## src/rtl/rthsv_pkg.sv

```systemverilog
`default_nettype none
package rthsv_pkg;

   // Each divider makes this many quotient bits, one per cell.
   localparam int QUO_BITS = 13;
   localparam int REM_BITS = 8;
   localparam int NUM_BITS = QUO_BITS + REM_BITS - 1;

   localparam logic [14:0] HUE_SIXTH = 15'd3840;
   localparam logic [14:0] HUE_FULL  = 15'd23040;
   localparam logic [14:0] HUE_GREEN = 15'd7680;
   localparam logic [14:0] HUE_BLUE  = 15'd15360;

   typedef enum logic [1:0] {
      SECTOR_RED   = 2'd0,
      SECTOR_GREEN = 2'd1,
      SECTOR_BLUE  = 2'd2
   } sector_type;

   typedef struct packed {
      logic [REM_BITS-1:0] rem;
      logic [QUO_BITS-1:0] work;
      logic [REM_BITS-1:0] divisor;
   } div_lane_type;

   typedef struct packed {
      div_lane_type hue_lane;
      div_lane_type sat_lane;
      sector_type   sector;
      logic         diff_neg;
      logic [23:0]  packed_color;
   } cell_data_type;

   typedef struct packed {
      logic [23:0] packed_color;
      logic [7:0]  brightness;
      logic [12:0] saturation;
      logic [14:0] hue;
   } result_type;

endpackage
`default_nettype wire

```

## src/rtl/rgb_to_hsv_pixel_core.sv

```systemverilog
`default_nettype none
// RGB to HSV pixel converter. Each item is one 8-bit RGB pixel; each result gives hue in
// 1/64-degree units (0 to 23039), saturation as a fraction where 4096 is 1.0, value as the
// largest channel byte, and the pixel packed as red, green, blue into 24 bits. The block
// accepts one pixel every clock when nothing stalls. A pixel passes through a front register
// that finds the maximum, minimum and sector, thirteen cells of a divider row that each
// produce one quotient bit of hue and of saturation, and a fix-up stage into the output
// register. Stalls on the result side hold the row back only where it is full.
module rgb_to_hsv_pixel_core (
   input  wire logic        clock,
   input  wire logic        reset,
   input  wire logic        req_tvalid,
   output logic             req_tready,
   input  wire logic [23:0] req_tdata,  // red [7:0], green [15:8], blue [23:16]
   output logic             rsp_tvalid,
   input  wire logic        rsp_tready,
   // hue [14:0], saturation [27:15], brightness [35:28], packed_color [59:36], zero [63:60]
   output logic [63:0]      rsp_tdata
);

   localparam int NumCells = rthsv_pkg::QUO_BITS;

   logic                     stage_valid [NumCells+1];
   logic                     stage_ready [NumCells+1];
   rthsv_pkg::cell_data_type stage_data  [NumCells+1];
   rthsv_pkg::result_type    result;

   rthsv_front u_front (
      .clock     (clock),
      .reset     (reset),
      .in_valid  (req_tvalid),
      .in_ready  (req_tready),
      .red       (req_tdata[7:0]),
      .green     (req_tdata[15:8]),
      .blue      (req_tdata[23:16]),
      .out_valid (stage_valid[0]),
      .out_ready (stage_ready[0]),
      .out_data  (stage_data[0])
   );

   for (genvar i = 0; i < NumCells; i++) begin : g_cell
      rthsv_cell u_cell (
         .clock     (clock),
         .reset     (reset),
         .in_valid  (stage_valid[i]),
         .in_ready  (stage_ready[i]),
         .in_data   (stage_data[i]),
         .out_valid (stage_valid[i+1]),
         .out_ready (stage_ready[i+1]),
         .out_data  (stage_data[i+1])
      );
   end

   rthsv_back u_back (
      .clock     (clock),
      .reset     (reset),
      .in_valid  (stage_valid[NumCells]),
      .in_ready  (stage_ready[NumCells]),
      .in_data   (stage_data[NumCells]),
      .out_valid (rsp_tvalid),
      .out_ready (rsp_tready),
      .out_data  (result)
   );

   assign rsp_tdata = {4'd0, result};

   assert property (@(posedge clock) disable iff (reset)
      rsp_tvalid |-> (result.hue < rthsv_pkg::HUE_FULL))
      else $error("hue out of range");

   assert property (@(posedge clock) disable iff (reset)
      rsp_tvalid |-> (result.saturation <= 13'd4096))
      else $error("saturation above one");

   assert property (@(posedge clock) disable iff (reset)
      rsp_tvalid |-> (result.brightness >= result.packed_color[23:16] &&
                      result.brightness >= result.packed_color[15:8] &&
                      result.brightness >= result.packed_color[7:0] &&
                      (result.brightness == result.packed_color[23:16] ||
                       result.brightness == result.packed_color[15:8] ||
                       result.brightness == result.packed_color[7:0])))
      else $error("brightness is not the largest channel");

   assert property (@(posedge clock) disable iff (reset)
      (rsp_tvalid && result.saturation == '0) |-> (result.hue == '0))
      else $error("gray pixel with nonzero hue");

endmodule
`default_nettype wire

```

## src/rtl/rthsv_front.sv

```systemverilog
`default_nettype none
module rthsv_front (
   input  wire logic                     clock,
   input  wire logic                     reset,
   input  wire logic                     in_valid,
   output logic                          in_ready,
   input  wire logic [7:0]               red,
   input  wire logic [7:0]               green,
   input  wire logic [7:0]               blue,
   output logic                          out_valid,
   input  wire logic                     out_ready,
   output rthsv_pkg::cell_data_type      out_data
);

   logic                     valid_ff;
   rthsv_pkg::cell_data_type data_ff;
   rthsv_pkg::cell_data_type data_in;

   logic [7:0]                      mx;
   logic [7:0]                      mn;
   logic [7:0]                      delta;
   logic [7:0]                      op_a;
   logic [7:0]                      op_b;
   logic [7:0]                      mag;
   rthsv_pkg::sector_type           sector;
   logic [rthsv_pkg::NUM_BITS-1:0]  hue_num;
   logic [rthsv_pkg::NUM_BITS-1:0]  sat_num;

   always_comb begin
      // Ties go to red first, then green.
      if (red >= green && red >= blue) begin
         sector = rthsv_pkg::SECTOR_RED;
         mx     = red;
         op_a   = green;
         op_b   = blue;
      end else if (green >= blue) begin
         sector = rthsv_pkg::SECTOR_GREEN;
         mx     = green;
         op_a   = blue;
         op_b   = red;
      end else begin
         sector = rthsv_pkg::SECTOR_BLUE;
         mx     = blue;
         op_a   = red;
         op_b   = green;
      end
      mn = (red < green) ? red : green;
      if (blue < mn) begin
         mn = blue;
      end
      delta = mx - mn;
      mag   = (op_a >= op_b) ? (op_a - op_b) : (op_b - op_a);
      // 3840 * |diff| as 4096 * |diff| - 256 * |diff|.
      hue_num = {mag, 12'd0} - {4'd0, mag, 8'd0};
      sat_num = {delta, 12'd0};

      data_in.hue_lane.rem     = {1'b0, hue_num[rthsv_pkg::NUM_BITS-1:rthsv_pkg::QUO_BITS]};
      data_in.hue_lane.work    = hue_num[rthsv_pkg::QUO_BITS-1:0];
      data_in.hue_lane.divisor = delta;
      data_in.sat_lane.rem     = {1'b0, sat_num[rthsv_pkg::NUM_BITS-1:rthsv_pkg::QUO_BITS]};
      data_in.sat_lane.work    = sat_num[rthsv_pkg::QUO_BITS-1:0];
      data_in.sat_lane.divisor = mx;
      data_in.sector           = sector;
      data_in.diff_neg         = (op_a < op_b);
      data_in.packed_color     = {red, green, blue};
   end

   assign in_ready  = !valid_ff || out_ready;
   assign out_valid = valid_ff;
   assign out_data  = data_ff;

   always_ff @(posedge clock) begin
      if (reset) begin
         valid_ff <= 1'b0;
      end else if (in_ready) begin
         valid_ff <= in_valid;
      end
   end

   always_ff @(posedge clock) begin
      if (in_ready && in_valid) begin
         data_ff <= data_in;
      end
   end

endmodule
`default_nettype wire

```

## src/rtl/rthsv_cell.sv

```systemverilog
`default_nettype none
module rthsv_cell (
   input  wire logic                     clock,
   input  wire logic                     reset,
   input  wire logic                     in_valid,
   output logic                          in_ready,
   input  wire rthsv_pkg::cell_data_type in_data,
   output logic                          out_valid,
   input  wire logic                     out_ready,
   output rthsv_pkg::cell_data_type      out_data
);

   logic                     valid_ff;
   rthsv_pkg::cell_data_type data_ff;
   rthsv_pkg::cell_data_type data_in;

   // One restoring division step: bring in the next numerator bit, try the subtract.
   function automatic rthsv_pkg::div_lane_type div_step(input rthsv_pkg::div_lane_type lane);
      rthsv_pkg::div_lane_type res;
      logic [rthsv_pkg::REM_BITS:0] trial;
      logic                         fits;
      trial = {lane.rem, lane.work[rthsv_pkg::QUO_BITS-1]};
      fits  = trial >= {1'b0, lane.divisor};
      res.divisor = lane.divisor;
      res.work    = {lane.work[rthsv_pkg::QUO_BITS-2:0], fits};
      if (fits) begin
         res.rem = rthsv_pkg::REM_BITS'(trial - {1'b0, lane.divisor});
      end else begin
         res.rem = trial[rthsv_pkg::REM_BITS-1:0];
      end
      return res;
   endfunction

   always_comb begin
      data_in          = in_data;
      data_in.hue_lane = div_step(in_data.hue_lane);
      data_in.sat_lane = div_step(in_data.sat_lane);
   end

   assign in_ready  = !valid_ff || out_ready;
   assign out_valid = valid_ff;
   assign out_data  = data_ff;

   always_ff @(posedge clock) begin
      if (reset) begin
         valid_ff <= 1'b0;
      end else if (in_ready) begin
         valid_ff <= in_valid;
      end
   end

   always_ff @(posedge clock) begin
      if (in_ready && in_valid) begin
         data_ff <= data_in;
      end
   end

endmodule
`default_nettype wire

```

## src/rtl/rthsv_back.sv

```systemverilog
`default_nettype none
module rthsv_back (
   input  wire logic                     clock,
   input  wire logic                     reset,
   input  wire logic                     in_valid,
   output logic                          in_ready,
   input  wire rthsv_pkg::cell_data_type in_data,
   output logic                          out_valid,
   input  wire logic                     out_ready,
   output rthsv_pkg::result_type         out_data
);

   logic                  valid_ff;
   rthsv_pkg::result_type data_ff;
   rthsv_pkg::result_type data_in;

   logic [14:0] quo;
   logic [14:0] offset;
   logic        rem_nz;

   always_comb begin
      quo    = {3'd0, in_data.hue_lane.work[rthsv_pkg::QUO_BITS-2:0]};
      rem_nz = (in_data.hue_lane.rem != '0);
      case (in_data.sector)
         rthsv_pkg::SECTOR_GREEN: offset = rthsv_pkg::HUE_GREEN;
         rthsv_pkg::SECTOR_BLUE:  offset = rthsv_pkg::HUE_BLUE;
         default:                 offset = '0;
      endcase

      // The division ran on magnitudes. A negative difference truncates toward
      // zero in the red sector and wraps around the circle, but floors in the
      // other two, where the whole quotient stays positive.
      if (in_data.hue_lane.divisor == '0) begin
         data_in.hue = '0;
      end else if (!in_data.diff_neg) begin
         data_in.hue = offset + quo;
      end else if (in_data.sector == rthsv_pkg::SECTOR_RED) begin
         data_in.hue = (quo == '0) ? '0 : (rthsv_pkg::HUE_FULL - quo);
      end else begin
         data_in.hue = offset - quo - {14'd0, rem_nz};
      end

      if (in_data.sat_lane.divisor == '0) begin
         data_in.saturation = '0;
      end else begin
         data_in.saturation = in_data.sat_lane.work;
      end
      data_in.brightness   = in_data.sat_lane.divisor;
      data_in.packed_color = in_data.packed_color;
   end

   assign in_ready  = !valid_ff || out_ready;
   assign out_valid = valid_ff;
   assign out_data  = data_ff;

   always_ff @(posedge clock) begin
      if (reset) begin
         valid_ff <= 1'b0;
      end else if (in_ready) begin
         valid_ff <= in_valid;
      end
   end

   always_ff @(posedge clock) begin
      if (in_ready && in_valid) begin
         data_ff <= data_in;
      end
   end

endmodule
`default_nettype wire

```

## config.mk

```make
export PLATFORM = sky130hd
export DESIGN_NAME = rgb_to_hsv_pixel_core
export DESIGN_NICKNAME = d
export VERILOG_FILES = /design/src/rtl/rthsv_pkg.sv /design/src/rtl/rgb_to_hsv_pixel_core.sv /design/src/rtl/rthsv_front.sv /design/src/rtl/rthsv_cell.sv /design/src/rtl/rthsv_back.sv
export SDC_FILE = /design/constraint.sdc
export NUM_CORES = 1
export LEC_CHECK = 0
export CELL_PAD_IN_SITES_DETAIL_PLACEMENT = 2
export CELL_PAD_IN_SITES_GLOBAL_PLACEMENT = 2
export CORE_MARGIN = 2
export CORE_UTILIZATION = 45
export CTS_CLUSTER_SIZE = 14
export DETAILED_ROUTE_END_ITERATION = 16
export DONT_BUFFER_PORTS = 1
export PLACE_DENSITY = 0.73
export SLEW_MARGIN = 20
export SYNTH_ARGS = -nofsm -noshare
export SYNTH_HDL_FRONTEND = slang
export SYNTH_SLANG_ARGS = --single-unit
```

## constraint.sdc

```tcl
create_clock -name clock -period 11.3 [get_ports clock]
set_clock_uncertainty 0.1 [all_clocks]
set_input_delay 0.565 -clock clock [delete_from_list [all_inputs] [get_ports clock]]
set_output_delay 0.565 -clock clock [all_outputs]
set_load 0.005 [all_outputs]
```

# Word-level counts from Yosys, hierarchy flattened
# Cells that the tools add are included.
word_totals:
  reg_bits: 1164
  in_bits: 28
  out_inout_bits: 66
  word_cells: 313
op_classes:
  add_sub_neg: 33
  order_cmp: 33
  n_eq_ne: 2
  mux: 39
  reduce_logical: 51
ops:
  columns: ["cell", "n"]
  rows:
  - ["2-to-1 mux 8 bit", 34]
  - ["subtractor 8 bit", 28]
  - [">= comparator 9 x 8 -> 1 bit", 24]
  - [">= comparator 8 bit", 6]
  - ["2-to-1 mux 15 bit", 3]
  - ["case mux 14 bit (2 select lines)", 1]
  - ["< comparator 8 bit", 3]
  - ["subtractor 20 x 16 -> 20 bit", 1]
  - ["logical AND 1 bit", 16]
  - ["logical NOT 8 bit", 2]
  - ["adder 14 x 12 -> 15 bit", 1]
  - ["logical NOT 1 bit", 15]
  - ["logical OR 1 bit", 15]
  - ["subtractor 14 x 12 -> 15 bit", 1]
  - ["subtractor 15 x 1 -> 15 bit", 1]
  - ["subtractor 15 x 12 -> 15 bit (first input constant)", 1]
  - ["logical NOT 12 bit", 1]
  - ["nonzero test 8 bit", 1]
  - ["equality test 2 x 1 -> 1 bit (second input constant)", 1]
  - ["equality test 2 bit (second input constant)", 1]
  - ["logical NOT 2 bit", 1]
  - ["2-to-1 mux 2 bit", 1]

# Longest topological paths before layout
# Gate-level depths: netlist (run 1).
logic_depth:
  depth_word: 17
  depth_mapped: 27
  mapped_depth_nobuf: 25

# Modules after synthesis
# From an unflattened synthesis (run 1), not the netlist that was laid out.
hier_totals:
  cells_unflattened: 3644
  area_unflattened_um2: 55274.3
modules_own_cells:
  columns: ["module", "n_inst", "cells_each", "area_each_um2", "seq_area_each_um2"]
  rows:
  - ["rthsv_cell (g_cell[10].u_cell ...)", 9, 221, 3612.2, 2572.5]
  - ["rthsv_cell (g_cell[0].u_cell ...)", 4, 216, 3592.2, 2572.5]
  - ["rthsv_front", 1, 471, 4760.8, 1671.6]
  - ["rthsv_back", 1, 315, 3601.0, 1821.7]
  - ["rgb_to_hsv_pixel_core", 1, 5, 33.8, 0.0]

# Worst setup path after synthesis (run 1)
# Ideal clock, no wire load.
synth_timing:
  path_type: "input-to-reg"
  start: "input port rsp_tready"
  end: "register g_cell[10].u_cell.data_ff, in the netlist g_cell[10].u_cell.out_data[0], enable pin"
  setup_time_ps: 641
  t_arrival_ps: 6663
  required_time_ps: 10559
  setup_slack_ps: 3896
  path_stages: 3
  n_path_buf: 0
  path_cell_list: "nor2b_1 and3_1 a21boi_0"
synth_between:
  elab_chain_len: 5
synth_rtl:
  columns: ["element", "line", "source"]
  rows:
  - ["start, declared", "rgb_to_hsv_pixel_core.sv:16", "input wire logic rsp_tready,"]
  - ["logical OR 1 bit", "rthsv_back.sv:52", "assign in_ready = !valid_ff || out_ready;"]
  - ["logical OR 1 bit (3 in a row)", "rthsv_cell.sv:40", "assign in_ready = !valid_ff || out_ready;"]
  - ["logical AND 1 bit", "rthsv_cell.sv:53", "if (in_ready && in_valid) begin"]
  - ["end signal, assigned", "rthsv_cell.sv:54", "data_ff <= data_in;"]
  - ["end, declared", "rthsv_cell.sv:14", "rthsv_pkg::cell_data_type data_ff;"]
# Every way passes these cells.
# A chain may end at the register's enable or synchronous reset.

==> results of run 1 <==
cell type report:
class	instances	area [µm²]	area share [%]
Antenna cell	2	5.00	0.00948
Tap cell	1380	1730	3.27
Multi-Input combinational cell	1735	13600	25.7
Timing Repair Buffer	43	388	0.734
Sequential cell	1068	31900	60.4
Inverter	398	1490	2.83
Clock inverter	66	647	1.22
Clock buffer	143	3050	5.78
report_power, final:
part | total [mW] | leakage (nW) | switching, mW | internal (mW)
clock | 3.81 | 1.81 | 1.65 | 2.16
sequential | 4.58 | 9.67 | 0.0798 | 4.50
combinational | 1.34 | 8.17 | 0.785 | 0.553
total | 9.72 | 19.6 | 2.52 | 7.21
worst min-delay path, delay by kind of cell:
| family | cells | cell delay [ns] |
|---|---|---|
| and+or+nand+nor | 3 | 0.25 |
through the flow:
step	instances	power (mW)	worst slack, ns
floorplan	3231	5.59	3.90
global placement	4598	5.86	4.94
detailed placement	4598	5.97	4.53
CTS	4833	9.81	5.25
global route	4833	10.1	4.69
finish	4835	9.72	5.10
cell families after synthesis:
group,Yosys count,share of synthesized area (%)
AND/OR/NAND/NOR,615,6.20
adder cells (fa/ha/maj),327,9.17
XOR/XNOR,111,2.08
multiplexers,186,4.31
buffers and inverters,428,3.50
other,1,0.00798
AO/OA/AOI/OAI,492,6.81
flip-flops,1068,67.9
how the worst max path moves through the flow:
stage,start,endpoint,slack [ns],depth (start not counted)
6_report,req_tdata[9],u_front.out_data[81],5.10,25
5_1_grt,req_tdata[9],u_front.out_data[81],4.69,25
4_1_cts,req_tdata[9],u_front.out_data[81],5.25,25
3_5_place_dp,req_tdata[9],u_front.out_data[81],4.53,25
3_3_place_gp,req_tdata[9],u_front.out_data[81],4.94,25
2_1_floorplan,rsp_tready,g_cell[10].u_cell.out_data[0],3.90,3
flip-flops by register name, indices dropped and copies added, names as in the netlist:
register                 flops
u_back.out_valid             1
u_front.out_valid            1
u_front.out_data            55
g_cell.u_cell.out_valid     13
u_back.out_data             60
g_cell.u_cell.out_data     938
cell usage in the layout, fill, tap and decap left out, drive strengths merged, types with 17 or more instances in the layout:
cell,netlist,final
dlygate4sd3,0,26
a21oi,103,103
nand3,34,34
a21boi,74,74
nor2b,68,68
a21o,54,54
inv,398,399
nor2,290,290
mux2i,57,57
mux2,129,129
a311oi,24,24
clkinv,0,48
fa,29,29
edfxtp,1053,1053
nand2b,35,35
nand2,83,83
o21ai,160,160
clkbuf,20,143
xnor2,74,74
ha,298,298
xor2,37,37
nand4,36,36
buf,10,17
and2,21,21
routing by layer:
metal / vias up / track usage [%] / part of all wire [%]
li1: 12000 / - / -
met1: 13900 / 27.0 / 35
met2: 645 / 52.3 / 57
met3: 304 / 3.15 / 3.1
met4: 0 / 12.3 / 4.9
met5: - / 0 / 0
==> impl_metrics.toml, run 1 <==
[yosys]
async_flop_share_pct = 0
synth_top_area_share_pct = 67.3
ys.flop_type = "edfxtp_1"
synth_edf_count = 1053
synthesis.area_um2 = 47000
synth_common_cells = "1,053 x edfxtp_1, 398 x inv_1, 298 x ha_1"
yosysUniqueCellTypes = 79
ys_seq_elements = 1068
syn_inst = 3228
synthTopCellsByArea = "edfxtp_1 67%, ha_1 7.9%, inv_1 3.2%"
yosysTopAreaCell = "edfxtp_1"
yosysSeqAreaShare_pct = 67.9
synth_most_common_cell = "edfxtp_1"
syn_area_per_cell_um2 = 14.6
yosysWarnings = 0

[clock_network]
cts_max_level = 3
clock_path_buffers = 3
cts_hold_buf = 26
post-cts-setup-buffer-count = 0
numClockSinks = 1068
cts_resized = 0
root_buffer = "clkbuf_16"
cts_buffers = 112
cts_tree = "done"
insertion_delay_ns = 0.73
path_clk_slew_ns = 0.06

[layout]
final_nets = 3713
fill_cells = 9534
areaGrowthSynthToFinish_pct = 12.4
final_area_um2 = 52800
final_core_util_pct = 51.0
drive_gt1_share_pct = 10.3

[routing]
drc = 0
via_count = 26800
wl_per_cell_um = 28.9
totalWireLength_mm = 140
via_per_inst = 5.54
detail-route-antenna-nets = 0
drt-pass1-iter-count = 5
drt-initial-drc-count = 1564

[floorplanning]
fp.dieH_um = 327
die-area_um2 = 107000
initial_utilization_pct = 45.4
die_w_um = 327
boundaryPins = 94
rows = 118
core_area_um2 = 103000

[power]
irDropWorstVdd_uv = 121
powerDensity_nw_per_um2 = 184
p_leak_nw = 19.6

[critical_path]
crit_path_end_kind = "flip-flop"
r2r-start = "g_cell[10].u_cell.out_valid"
criticalPathCategory = "in2reg"
cpPeakStageDelay_ns = 0.69
r2r_setup_slack_ns = 6.28
crit_arrival_ns = 6.52
cp-start-kind = "input pin"
reg2reg_to = "u_front.out_data[57]"
cp_top_family = "compound AO/OA/AOI/OAI gates"
crit_slowest_cell = "xor2_1"
required_ns = 11.62
reg2regPathDepth = 10
worstPathMaxFanout = 58
path_buf_inv = 4

[place]
hpwl_mm = 94.2
place_area_um2 = 48800
globalplace.congestion = 0.829
port_buffers = 0

[sta]
slew_headroom_pct = 26.8
fin_crit_ns = 6.20
hold_viol_final = 0
fin_setup_tns_ns = 0
worstMarginPinSlew_ns = 1.09
rsz0062_at_grt = "false"
setup_viol = 0
report.final.slew_viol_count = 0
hold_ws_ns = 0.0765
fmax_ghz = 0.161
finalCritPeriodShare_pct = 54.9

[worst_hold_path]
whs_path_depth = 3
min_from = "rsp_tready"
min_path_type = "in2reg"
worstHoldEndpoint = "g_cell[9].u_cell.out_valid"

[global_route]
grt_max_degree = 75
first_global_vias = 31100
grt_pass1_wl_mm = 208
overflow = 0
antenna_found_initial = 2
grt_usage_pct = 26.3

[job]
maxCapViolCount = 0

[status]
status = "complete, no violations"
Note: power is estimated with default switching activity, not from simulation.
==> inputs of run 2 (changes only) <==
Settings changed: CORE_UTILIZATION 45 to 42, PLACE_DENSITY 0.73 to 0.71.
Clock period 11.3 ns to 5.45 ns, I/O delays scaled along.
==> impl_metrics.toml, run 2 (synthesized netlist as in run 1, its figures left out) <==
[clock_network]
insertion_delay_ns = 0.70
root_buffer = "clkbuf_16"
clock_path_buffers = 3
path_clk_slew_ns = 0.06
numClockSinks = 1068
cts_buffers = 112
cts_tree = "done"
cts_max_level = 3

[sta]
fin_setup_tns_ns = 0
fmax_ghz = 0.195
report.final.slew_viol_count = 0
finalCritPeriodShare_pct = 94.1
fin_crit_ns = 5.13
slew_headroom_pct = 30.4
hold_viol_final = 0
setup_viol = 0
worstMarginPinSlew_ns = 1.04
rsz0062_at_grt = "false"
layout_setup_ws_ns = 0.322

[floorplanning]
core_area_um2 = 111000
die_w_um = 339
fp.dieH_um = 339
initial_utilization_pct = 42.4
boundaryPins = 94
rows = 122
die-area_um2 = 115000

[worst_hold_path]
min_path_type = "in2reg"

[critical_path]
criticalPathCategory = "in2reg"
worstPathMaxFanout = 8
crit_path_end_kind = "flip-flop"
cp-start-kind = "input pin"
required_ns = 5.78
crit_arrival_ns = 5.45
r2r_setup_slack_ns = 0.69

[layout]
areaGrowthSynthToFinish_pct = 12.9
largest_reg_flops = 938
diodes = 0
fill_cells = 10400
most-common-layout-cells = "1,053 x edfxtp_1, 398 x inv_1, 298 x ha_1"
final_nets = 3762
final_common_cell = "edfxtp_1"
drive_gt1_share_pct = 10.9

[routing]
totalWireLength_mm = 128
drc = 0
via_per_inst = 5.27
drt-initial-drc-count = 1187
via_count = 26200
detail-route-antenna-nets = 0
wl_per_cell_um = 25.7
drt-pass1-iter-count = 5

[place]
port_buffers = 0
preCtsSetupSlack_ns = -0.375
hpwl_mm = 93.7
globalplace.congestion = 0.811

[global_route]
overflow = 0
first_global_vias = 30700
antenna_found_initial = 0
grt_max_degree = 75
grt_pass1_wl_mm = 194
grt_usage_pct = 22.3

[power]
p_leak_nw = 19.7
powerDensity_nw_per_um2 = 374
irDropWorstVdd_uv = 480

[status]
status = "complete, no violations"

[job]
maxCapViolCount = 0
[run 2: cell type report]
type                    count  area (µm²)  share of cell area [%]
multi-input cells        1735       13600                    25.6
clock inverters            48         402                   0.757
flip-flops and latches   1068       31900                    60.1
well taps                1488        1860                    3.51
repair buffers             92         774                    1.46
clock buffers             147        3020                    5.69
inverters                 398        1490                    2.81
[run 2: per-stage QoR]
stage               power, mW  area, µm²  util (%)  instances  hold WS (ns)
finish                   19.9      53100      47.9       4976        0.0566
global placement         12.4      49300      44.5       4753         0.243
detailed placement       12.7      49300      44.5       4753         0.254
CTS                      20.0      53000      47.9       4975        0.0254
global route             20.6      53100      47.9       4976        0.0628
floorplan                11.6      47000         -       3231         0.242
[run 2: critical path: stages]
cell      delay, ns
inv_1          0.04
ha_1           0.29
nor2b_1        0.15
o21a_1         0.17
o21ai_0        0.22
buf_4          0.17
a21o_1         0.16
nand2_1        0.25
mux2_2         0.36
inv_1          0.06
ha_1           0.27
nor3_1         0.05
nor2_1         0.36
nand2_1        0.18
o21bai_4       0.39
mux2_2         0.41
ha_1           0.33
o21ai_0        0.13
a21boi_0       0.17
o21ai_0        0.22
nand2b_1       0.13
a21o_1         0.20
a21oi_1        0.16
xor2_1         0.19
xnor2_1        0.11
[run 2: report_power, final]
group	total (mW)	switching, mW	leakage (nW)	internal (mW)
Combinational	3.08	1.73	8.41	1.36
Sequential	9.48	0.153	9.67	9.32
Clock	7.29	3.18	1.67	4.11
[run 2: what timing repair did]
action,4_1_cts,5_1_grt
buffers inserted,0,1
endpoints found under the setup margin,0,4
endpoints found under the hold margin,56,0
gates resized for setup,0,5
hold buffers,27,0
[run 2: final timing paths]
kind	from	end	depth (start not counted)
worst max-delay path	req_tdata[9]	u_front.out_data[63]	25
worst min-delay path	req_tdata[16]	u_front.out_data[27]	3
worst max register to register	g_cell[12].u_cell.out_valid	u_front.out_data[27]	11
worst min register to register	g_cell[6].u_cell.out_data[38]	g_cell[7].u_cell.out_data[39]	0
[run 2: per-layer routing]
metal | GRT usage [%] | routed length, µm | share of wire [%]
met5 | 0 | 0 | 0
met4 | 9.46 | 5360 | 4.2
met3 | 2.65 | 3260 | 2.5
met2 | 45.2 | 73700 | 58
met1 | 22.4 | 45600 | 36
